==> src/rtl/core/kbsh_pkg.sv <==
`default_nettype none

package kbsh_pkg;

    localparam int BITS_PER_BYTE = 8;
    localparam int CNT_W         = $clog2(BITS_PER_BYTE + 1);

    localparam int TIMEOUT_W = 16;
    localparam int HOLD_W    = 8;
    localparam int BYTE_W    = 8;

    localparam logic [TIMEOUT_W-1:0] TIMEOUT_RESET = 16'd50;
    localparam logic [HOLD_W-1:0]    HOLD_RESET    = 8'd1;

    // register byte addresses
    localparam logic [2:0] ADDR_TIMEOUT = 3'd0;
    localparam logic [2:0] ADDR_HOLD    = 3'd4;

    typedef enum logic [1:0] {
        MODE_START_READ  = 2'd0,
        MODE_START_WRITE = 2'd1,
        MODE_CLK_EDGE    = 2'd2,
        MODE_TICK        = 2'd3
    } t_mode;

    // result item bit positions in m_tdata
    localparam int RES_DONE  = 0;
    localparam int RES_STAT  = 1;
    localparam int RES_READ  = 2;
    localparam int RES_BYTE  = 3;
    localparam int RES_DEN   = 11;
    localparam int RES_DLVL  = 12;
    localparam int RES_ARMED = 13;

    localparam logic STATUS_OK      = 1'b0;
    localparam logic STATUS_TIMEOUT = 1'b1;

    typedef struct packed {
        logic              done_res;
        logic              status;
        logic              was_read;
        logic [BYTE_W-1:0] read_byte;
        logic              data_drive_enable;
        logic              data_drive_level;
        logic              edges_armed;
    } t_result;

endpackage

`default_nettype wire

==> src/rtl/core/keyboard_serial_byte_host.sv <==
// Channel   | Dir | Signals                          | Contents (low bit first)
// ----------+-----+----------------------------------+-------------------------------------
// s (cmd)   | in  | s_tvalid s_tready s_tuser s_tdata| tuser: mode[1:0];
//           |     |                                  | tdata: write_data[7:0], clock_level,
//           |     |                                  |        data_line, 6 zero bits
// m (res)   | out | m_tvalid m_tready m_tdata        | done_res, status, was_read,
//           |     |                                  | read_byte[7:0], data_drive_enable,
//           |     |                                  | data_drive_level, edges_armed, 2 zero
// cfg       | in  | APB psel penable pwrite paddr... | 0x0 timeout_ticks, 0x4 hold_ticks
//
// One item per cycle while no result stalls on m. Each accepted item updates the link
// state and loads the result register in the same edge; m shows its result next cycle.
// s_tready is low only while a result sits unread in the output register.
// Reset (synchronous, active low) leaves the link idle, data line released and
// high, capture disarmed, registers at timeout 50 / hold 1.
`default_nettype none

module keyboard_serial_byte_host (
    input  wire logic                  i_clk,
    input  wire logic                  i_rst_n,

    input  wire logic                  s_tvalid,
    output logic                       s_tready,
    input  wire logic [1:0]            s_tuser,   // mode
    input  wire logic [15:0]           s_tdata,   // write_data[7:0], clock_level, data_line

    output logic                       m_tvalid,
    input  wire logic                  m_tready,
    output logic [15:0]                m_tdata,   // done_res, status, was_read,
                                                  // read_byte[7:0], data_drive_enable,
                                                  // data_drive_level, edges_armed

    input  wire logic                  psel,
    input  wire logic                  penable,
    input  wire logic                  pwrite,
    input  wire logic [2:0]            paddr,
    input  wire logic [31:0]           pwdata,
    output logic [31:0]                prdata,
    output logic                       pready
);
    import kbsh_pkg::*;

    // configuration
    logic [TIMEOUT_W-1:0] r_timeout_ticks;
    logic [HOLD_W-1:0]    r_hold_ticks;
    logic                 cfg_wr;

    assign pready = 1'b1;
    assign cfg_wr = psel && penable && pwrite && pready;

    always_ff @(posedge i_clk) begin
        if (!i_rst_n) begin
            r_timeout_ticks <= TIMEOUT_RESET;
            r_hold_ticks    <= HOLD_RESET;
        end else if (cfg_wr) begin
            if (paddr == ADDR_TIMEOUT) r_timeout_ticks <= pwdata[TIMEOUT_W-1:0];
            if (paddr == ADDR_HOLD)    r_hold_ticks    <= pwdata[HOLD_W-1:0];
        end
    end

    always_comb begin
        prdata = '0;
        if (paddr == ADDR_TIMEOUT) prdata = {{(32-TIMEOUT_W){1'b0}}, r_timeout_ticks};
        else if (paddr == ADDR_HOLD) prdata = {{(32-HOLD_W){1'b0}}, r_hold_ticks};
    end

    // link state; "transfer done" is always the inverse of r_active
    logic [BYTE_W-1:0]    r_shift,  n_shift;
    logic [CNT_W-1:0]     r_bits,   n_bits;
    logic                 r_rd,     n_rd;
    logic                 r_active, n_active;
    logic                 r_armed,  n_armed;
    logic [HOLD_W-1:0]    r_hold,   n_hold;
    logic [TIMEOUT_W-1:0] r_idle,   n_idle;
    logic                 r_den,    n_den;
    logic                 r_dlvl,   n_dlvl;

    // output register
    logic                 r_out_valid;
    t_result              r_res, n_res;

    t_mode                in_mode;
    logic [BYTE_W-1:0]    in_wdata;
    logic                 in_clk_lvl;
    logic                 in_din;
    logic                 s_acc;
    logic [TIMEOUT_W-1:0] idle_inc;

    assign in_mode    = t_mode'(s_tuser);
    assign in_wdata   = s_tdata[BYTE_W-1:0];
    assign in_clk_lvl = s_tdata[BYTE_W];
    assign in_din     = s_tdata[BYTE_W+1];

    assign s_tready = !r_out_valid || m_tready;
    assign s_acc    = s_tvalid && s_tready;

    // saturating idle counter
    assign idle_inc = (r_idle == '1) ? r_idle : r_idle + 1'b1;

    always_comb begin
        n_shift  = r_shift;
        n_bits   = r_bits;
        n_rd     = r_rd;
        n_active = r_active;
        n_armed  = r_armed;
        n_hold   = r_hold;
        n_idle   = r_idle;
        n_den    = r_den;
        n_dlvl   = r_dlvl;

        n_res           = '0;

        unique case (in_mode)
            MODE_START_READ: begin
                n_armed  = 1'b0;
                n_idle   = '0;
                n_shift  = '0;
                n_bits   = '0;
                n_rd     = 1'b1;
                n_active = 1'b1;
                n_hold   = r_hold_ticks;
            end
            MODE_START_WRITE: begin
                // pull data low as the request-to-send, capture armed at once
                n_idle   = '0;
                n_shift  = in_wdata;
                n_bits   = '0;
                n_rd     = 1'b0;
                n_active = 1'b1;
                n_hold   = '0;
                n_den    = 1'b1;
                n_dlvl   = 1'b0;
                n_armed  = 1'b1;
            end
            MODE_CLK_EDGE: begin
                if (r_armed) begin
                    if (r_bits < CNT_W'(BITS_PER_BYTE)) begin
                        // bit phase: falling edges only
                        if (!in_clk_lvl) begin
                            if (r_rd) begin
                                n_shift = {r_shift[BYTE_W-2:0], in_din};
                            end else begin
                                n_dlvl  = r_shift[BYTE_W-1];
                                n_shift = {r_shift[BYTE_W-2:0], 1'b0};
                            end
                            n_bits = r_bits + 1'b1;
                        end
                    end else if (in_clk_lvl) begin
                        // closing rising edge
                        n_armed = 1'b0;
                        if (r_active) begin
                            n_active          = 1'b0;
                            n_idle            = '0;
                            n_res.done_res    = 1'b1;
                            n_res.status      = STATUS_OK;
                            n_res.was_read    = r_rd;
                            n_res.read_byte   = r_rd ? r_shift : '0;
                        end
                    end
                end
            end
            MODE_TICK: begin
                if (r_hold != '0) begin
                    n_hold = r_hold - 1'b1;
                    if (r_hold == HOLD_W'(1)) begin
                        // hold over: release data and listen
                        n_den   = 1'b0;
                        n_dlvl  = 1'b1;
                        n_armed = 1'b1;
                    end
                end
                if (r_active) begin
                    n_idle = idle_inc;
                    if (idle_inc > r_timeout_ticks) begin
                        n_active       = 1'b0;
                        n_res.done_res = 1'b1;
                        n_res.status   = STATUS_TIMEOUT;
                        n_res.was_read = r_rd;
                    end
                end
            end
            default: ;
        endcase

        n_res.data_drive_enable = n_den;
        n_res.data_drive_level  = n_dlvl;
        n_res.edges_armed       = n_armed;
    end

    always_ff @(posedge i_clk) begin
        if (!i_rst_n) begin
            r_shift     <= '0;
            r_bits      <= '0;
            r_rd        <= 1'b0;
            r_active    <= 1'b0;
            r_armed     <= 1'b0;
            r_hold      <= '0;
            r_idle      <= '0;
            r_den       <= 1'b0;
            r_dlvl      <= 1'b1;
            r_out_valid <= 1'b0;
        end else begin
            if (s_acc) begin
                r_shift  <= n_shift;
                r_bits   <= n_bits;
                r_rd     <= n_rd;
                r_active <= n_active;
                r_armed  <= n_armed;
                r_hold   <= n_hold;
                r_idle   <= n_idle;
                r_den    <= n_den;
                r_dlvl   <= n_dlvl;
            end
            if (s_acc)         r_out_valid <= 1'b1;
            else if (m_tready) r_out_valid <= 1'b0;
        end
    end

    always_ff @(posedge i_clk) begin
        if (s_acc) r_res <= n_res;
    end

    assign m_tvalid = r_out_valid;
    assign m_tdata  = {2'b00,
                       r_res.edges_armed,
                       r_res.data_drive_level,
                       r_res.data_drive_enable,
                       r_res.read_byte,
                       r_res.was_read,
                       r_res.status,
                       r_res.done_res};

endmodule

`default_nettype wire

==> config.mk <==
export PLATFORM = sky130hd
export DESIGN_NAME = keyboard_serial_byte_host
export DESIGN_NICKNAME = d
export VERILOG_FILES = /design/src/rtl/core/kbsh_pkg.sv /design/src/rtl/core/keyboard_serial_byte_host.sv
export SDC_FILE = /design/constraint.sdc
export NUM_CORES = 1
export LEC_CHECK = 0
export ABC_AREA = 1
export BUFFER_PORTS_ARGS = -buffer_cell sky130_fd_sc_hd__buf_2
export CAP_MARGIN = 20
export CORE_UTILIZATION = 50
export DETAILED_ROUTE_END_ITERATION = 6
export GPL_ROUTABILITY_DRIVEN = 0
export PLACE_DENSITY = 0.84
export SLEW_MARGIN = 20
export SYNTH_ARGS = -nofsm -noshare
export SYNTH_HDL_FRONTEND = slang
export SYNTH_SLANG_ARGS = --single-unit
export TNS_END_PERCENT = 30
==> constraint.sdc <==
create_clock -name i_clk -period 3.3 [get_ports i_clk]
set_clock_uncertainty 0.2 [all_clocks]
set_input_delay 0.33 -clock i_clk [delete_from_list [all_inputs] [get_ports i_clk]]
set_output_delay 0.33 -clock i_clk [all_outputs]
set_load 0.005 [all_outputs]
* Word level (Yosys, flattened, before mapping)
Index checks and enable logic that the tools add are counted.
** Storage, ports and cells
- Flip-flop bits (word level) :: 80
- Input bits :: 60
- Output and inout bits :: 51
- Logic and storage cells :: 119
** Operators by class
- $add $sub $neg :: 3
- Order comparisons :: 2
- Equal/unequal tests :: 14
- Muxes and demuxes :: 53
- Bitwise logic cells :: 5
- Reduce and logical (&&, ||, !) cells :: 23
** Operators by type and width (number)
- $mux 16 :: 7
- $mux 8 :: 6
- $pmux 16 s3 :: 1
- $pmux 8 s3 :: 2
- $mux 11 :: 4
- $mux 1 :: 21
- $add 16x1->16 const B :: 1
- $eq 16x16->1 const B :: 1
- $gt 16x16->1 :: 1
- $ne 2x2->1 const B :: 8
- $mux 4 :: 3
- $reduce_and 5->1 :: 2
- $eq 8x1->1 const B :: 1
- $pmux 4 s2 :: 1
- $reduce_bool 8->1 :: 1
- $sub 8x1->8 const B :: 1
- $mux 3 :: 2
- $pmux 1 s3 :: 2
- $pmux 3 s2 :: 1
- $reduce_and 2->1 :: 3
- $reduce_and 6->1 :: 1
- $reduce_bool 2->1 :: 3
- $reduce_bool 3->1 :: 2
- $reduce_or 6->1 :: 1
- 16 further kinds :: 24

* Logic depth before layout (Yosys ltp)
- Depth after elaboration :: 6
- Mapped depth :: 22
- Depth with buffers taken out :: 21

* Least setup slack after synthesis
Ideal clock, no wire load.
- Kind :: reg-to-reg
- Start point :: register r_idle[0]
- End point :: register r_res (netlist bit m_tdata[2]) (data pin)
- Library setup time :: 259 ps
- Arrival time :: 2172 ps
- Required time :: 2841 ps
- Slack :: 669 ps
- Stages on the path, launching flop included :: 14
- Buffers on the path :: 0
- Period minus slack after synthesis :: 2631 ps
- Cells stage by stage :: dfxtp_1 ha_1 nand2_2 nor2_4 nand2_1 nor2_1 nand3_1 o21a_1 ha_1 nand2_1 nor3_1 nand3_1 nand3_1 a21oi_1
** RTL lines
- start: declaration :: RTL line keyboard_serial_byte_host.sv:74 : logic [TIMEOUT_W-1:0] r_idle, n_idle;
- start signal: assignment :: RTL line keyboard_serial_byte_host.sv:210 : r_idle <= n_idle;
- end signal: assignment :: RTL line keyboard_serial_byte_host.sv:220 : if (s_acc) r_res <= n_res;
- end: declaration :: RTL line keyboard_serial_byte_host.sv:80 : t_result r_res, n_res;

==> reports/results.tsv <==
stage	metric	value	unit
setup_path	crit path DAT	2.98	ns
die	num ports	111	
drt	routed wire length	10.4	mm
setup_path	Worst Reg-to-Reg Cells	13	
power	P_leak	2.33	nW
place	Final HPWL DP	7.81	mm
timing	post-layout minimum cycle time	3.06	ns
drt	DR vias	4191	
cts	clk root buf	clkbuf_8	
die	Die ar.	0.00985	mm²
drt	drt pass-1 iters	5	
setup_path	crit-path leading delay family	simple AND/OR/NAND/NOR gates	
global_route	met2 GRT Util	39.3	%
yosys	synth unique cells	44	
setup_path	Crit Path Max Fanout	4	
timing	setup_tns	0	ns
cts	post-CTS setup repair buffer count	0	
drt	WL per Instance	13.1	µm
global_route	initial antenna violation count	0	
setup_path	Worst Path Required	3.22	ns
cts	clock latency reported for the late side of the worst-skew pair	0.36	ns
power	sw frac	27.1	%
timing	Pins Over Slew Limit	0	
flow_run	max-cap check violation count	0	
timing	Hold Worst Slack	0.0108	ns
cts	Clock Tree Buf Depth	2	
timing	worst-margin pin slew	0.642	ns
yosys	post-synthesis instance total	619	
power	Logic pwr share	12.8	%
timing	Fin. Hold Viols	0	
cts	CTS Sinks	80	
yosys	Yosys warnings	0	
yosys	share of the synthesized area in the top cell type	27.9	%
place	Cell Area, Placed	0.00503	mm²
yosys	leading area contributor after synthesis	dfxtp_1	
cts	clock-pin slew on the worst setup and hold paths	0.08	ns
yosys	Seq cells post-synth	80	
setup_path	reg2reg start	r_idle[1]	
place	port bufs	69	
setup_path	Max stage delay cell, worst path	dfxtp_1	
setup_path	Critical R2R Capture	m_tdata[0]	
setup_path	CP cell instances	ha_1 > nand2_2 > nor2_4 > nand2_1 > nor2_1 > nand3_1 > o21a_1 > ha_1 > nand2_1 > nor3_1 > nand3_1 > nand3_1 > nand2_1	
finish	ANT cells	0	
drt	Final ANT Viol Nets	0	
timing	FMAX	327	MHz
power	NetSw	0.000553	W
global_route	largest net degree at the start of global routing	30	
yosys	Async S/R FF share, synth	0	%
cts	hold buffers post-CTS	0	
finish	synthesis-to-finish area growth	10.6	%
worst_hold_path	HP Class	in -> reg	
die	die width	99.2	µm
global_route	GR Layer Usage met3	4.99	%
worst_hold_path	hold_sp	pwdata[0]	
yosys	Seq/Total Area, Yosys	36.8	%
yosys	Cell Area, Synth	0.00473	mm²
yosys	Synth Flop Type	dfxtp_1	
power	Pint	0.00149	W
finish	share of layout cells above drive strength 1	22.2	%
setup_path	Register-to-Register Setup Slack	0.24	ns
finish	nets	765	
yosys	syn_area_per_cell	7.64	µm²
setup_path	Setup crit start kind	flop	
drt	Iteration-0 DRC Markers	173	
worst_hold_path	Worst Hold Depth	3	
cts	TritonCTS clock tree	yes	
finish	Final Cell Area	0.00523	mm²
global_route	first-pass GRT wire length	17.6	mm
die	# rows	35	
die	Initial Util	51.4	%
cts	post-CTS sizing	0	
setup_path	Crit. End Element	flop	
power	Cell Pwr Density	390	mW/mm²
timing	Slew HR	57.2	%
finish	final core occ	56.9	%
drt	Avg Vias per Cell	5.27	
cts	Num CTS Buffers	9	
global_route	overall routing resource usage	22.2	%
die	Die Y	99.2	µm
run_status	outcome	finished clean	
die	Core Region	0.00920	mm²
timing	crit share post-route	92.7	%
yosys	Post-synth EDFFs	14	
drt	Residual DRC	0	
global_route	GRT overflow	0	
global_route	vias in the first global route	4035	
global_route	grt peak-use layer	met2	
setup_path	CP max stage delay	0.38	ns
power	Reg power frac	51.3	%
cts	H-tree Lvls	3	
worst_hold_path	WHS Endpoint	r_hold_ticks[0]	
power	Max VDD drop	0.234	mV
setup_path	critical path type	reg -> reg	
timing	# setup viols final	0	
yosys	Synth area leaders	dfxtp_1 28%, edfxtp_1 8.9%, nand2_1 8.2%, ha_1 6.6%, a21oi_1 5.9%	
setup_path	worst path bufs/invs	0	
global_route	met1 Use GR	24.9	%
power	Clock Power Share	35.8	%
timing	RSZ-0062 raised after global routing	false	
==> worst min-delay path, stage by stage <==
cell and delay [ns]:
buf_2 0.09, a21oi_1 0.06, o21ai_0 0.06
==> cells in the mapped netlist, types with 8 or more instances <==
| master | instances |
|---|---|
| a211oi_1 | 9 |
| a21oi_1 | 56 |
| a21oi_2 | 14 |
| buf_4 | 21 |
| clkbuf_1 | 12 |
| dfxtp_1 | 66 |
| edfxtp_1 | 14 |
| ha_1 | 25 |
| inv_1 | 67 |
| inv_2 | 10 |
| nand2_1 | 103 |
| nand2_2 | 16 |
| nand2_4 | 9 |
| nand3_1 | 20 |
| nor2_1 | 61 |
| o21ai_0 | 49 |
| o22ai_1 | 8 |
| xor2_1 | 12 |
==> cell usage in the layout (no fill, tap or decap), drive strengths merged, types with 2 or more instances in the layout <==
| cell type | n |
|---|---|
| clkinv | 4 |
| nor3 | 4 |
| nand4 | 6 |
| inv | 78 |
| edfxtp | 14 |
| xor2 | 12 |
| xnor2 | 3 |
| conb | 19 |
| dfxtp | 66 |
| a211oi | 9 |
| nor2 | 68 |
| nand3 | 21 |
| or2 | 2 |
| o21a | 2 |
| buf | 72 |
| o22ai | 8 |
| a21oi | 71 |
| nand2 | 128 |
| o21ai | 54 |
| clkbuf | 11 |
| ha | 25 |
==> flip-flops by register name (all words and copies together), names as in the netlist <==
name and count:
r_bits 4, r_hold 8, r_hold_ticks 8, r_shift 8, r_dlvl 1, m_tvalid 1
r_timeout_ticks 16, r_rd 1, r_active 1, m_tdata 14, r_idle 16, r_armed 1
r_den 1
==> area by class of cell <==
type                    instances  area, µm²
inverters                      79        299
flip-flops and latches         80       1740
clock inverters                 5       56.3
multi-input cells             438       2480
clock buffers                  11        141
well taps                     111        139
fillers                       835       3970
repair buffers                 72        368
==> how the worst max path moves through the flow <==
| stage | start | endpoint | slack, ns | cells past startpoint |
|---|---|---|---|---|
| after CTS | r_idle[1] | m_tdata[0] | 0.24 | 13 |
| after global routing | r_idle[1] | m_tdata[0] | 0.08 | 13 |
| after global placement | r_idle[1] | m_tdata[2] | 0.41 | 13 |
| after floorplan | r_idle[0] | m_tdata[2] | 0.67 | 13 |
| final | r_idle[1] | m_tdata[0] | 0.24 | 13 |
| after detailed placement | r_idle[1] | m_tdata[0] | 0.27 | 13 |
==> metal layers <==
metal	vias to the layer above	wire [µm]
met4	0	374
met2	168	5010
met3	31	611
met1	1896	4450
met5	-	0
li1	2096	-
==> cells by family after synthesis <==
family | after synthesis | synth area share (%)
fa+ha+maj | 25 | 6.62
compound gates | 148 | 18.1
simple gates | 231 | 23.6
xor+xnor | 15 | 2.78
other cells | 2 | 0.159
buf+inv | 118 | 12.0
flops | 80 | 36.8
==> power by group through the flow <==
stage | clock (W) | sequential, W | combinational, W
finish | 0.000732 | 0.00105 | 0.000262
global placement | 0 | 0.00107 | 0.000248
CTS | 0.000746 | 0.00105 | 0.000260
detailed placement | 0 | 0.00107 | 0.000258
floorplan | 0 | 0.00107 | 0.000200
global route | 0.000785 | 0.00105 | 0.000295
==> metrics by stage <==
step | std cells | power [W] | worst slack [ns]
5_1_grt | 796 | 0.00213 | 0.0757
4_1_cts | 796 | 0.00205 | 0.244
2_1_floorplan | 636 | 0.00127 | 0.669
6_report | 796 | 0.00204 | 0.240
3_5_place_dp | 780 | 0.00133 | 0.270
3_3_place_gp | 780 | 0.00132 | 0.409
Power figures use the tool's default switching activity.
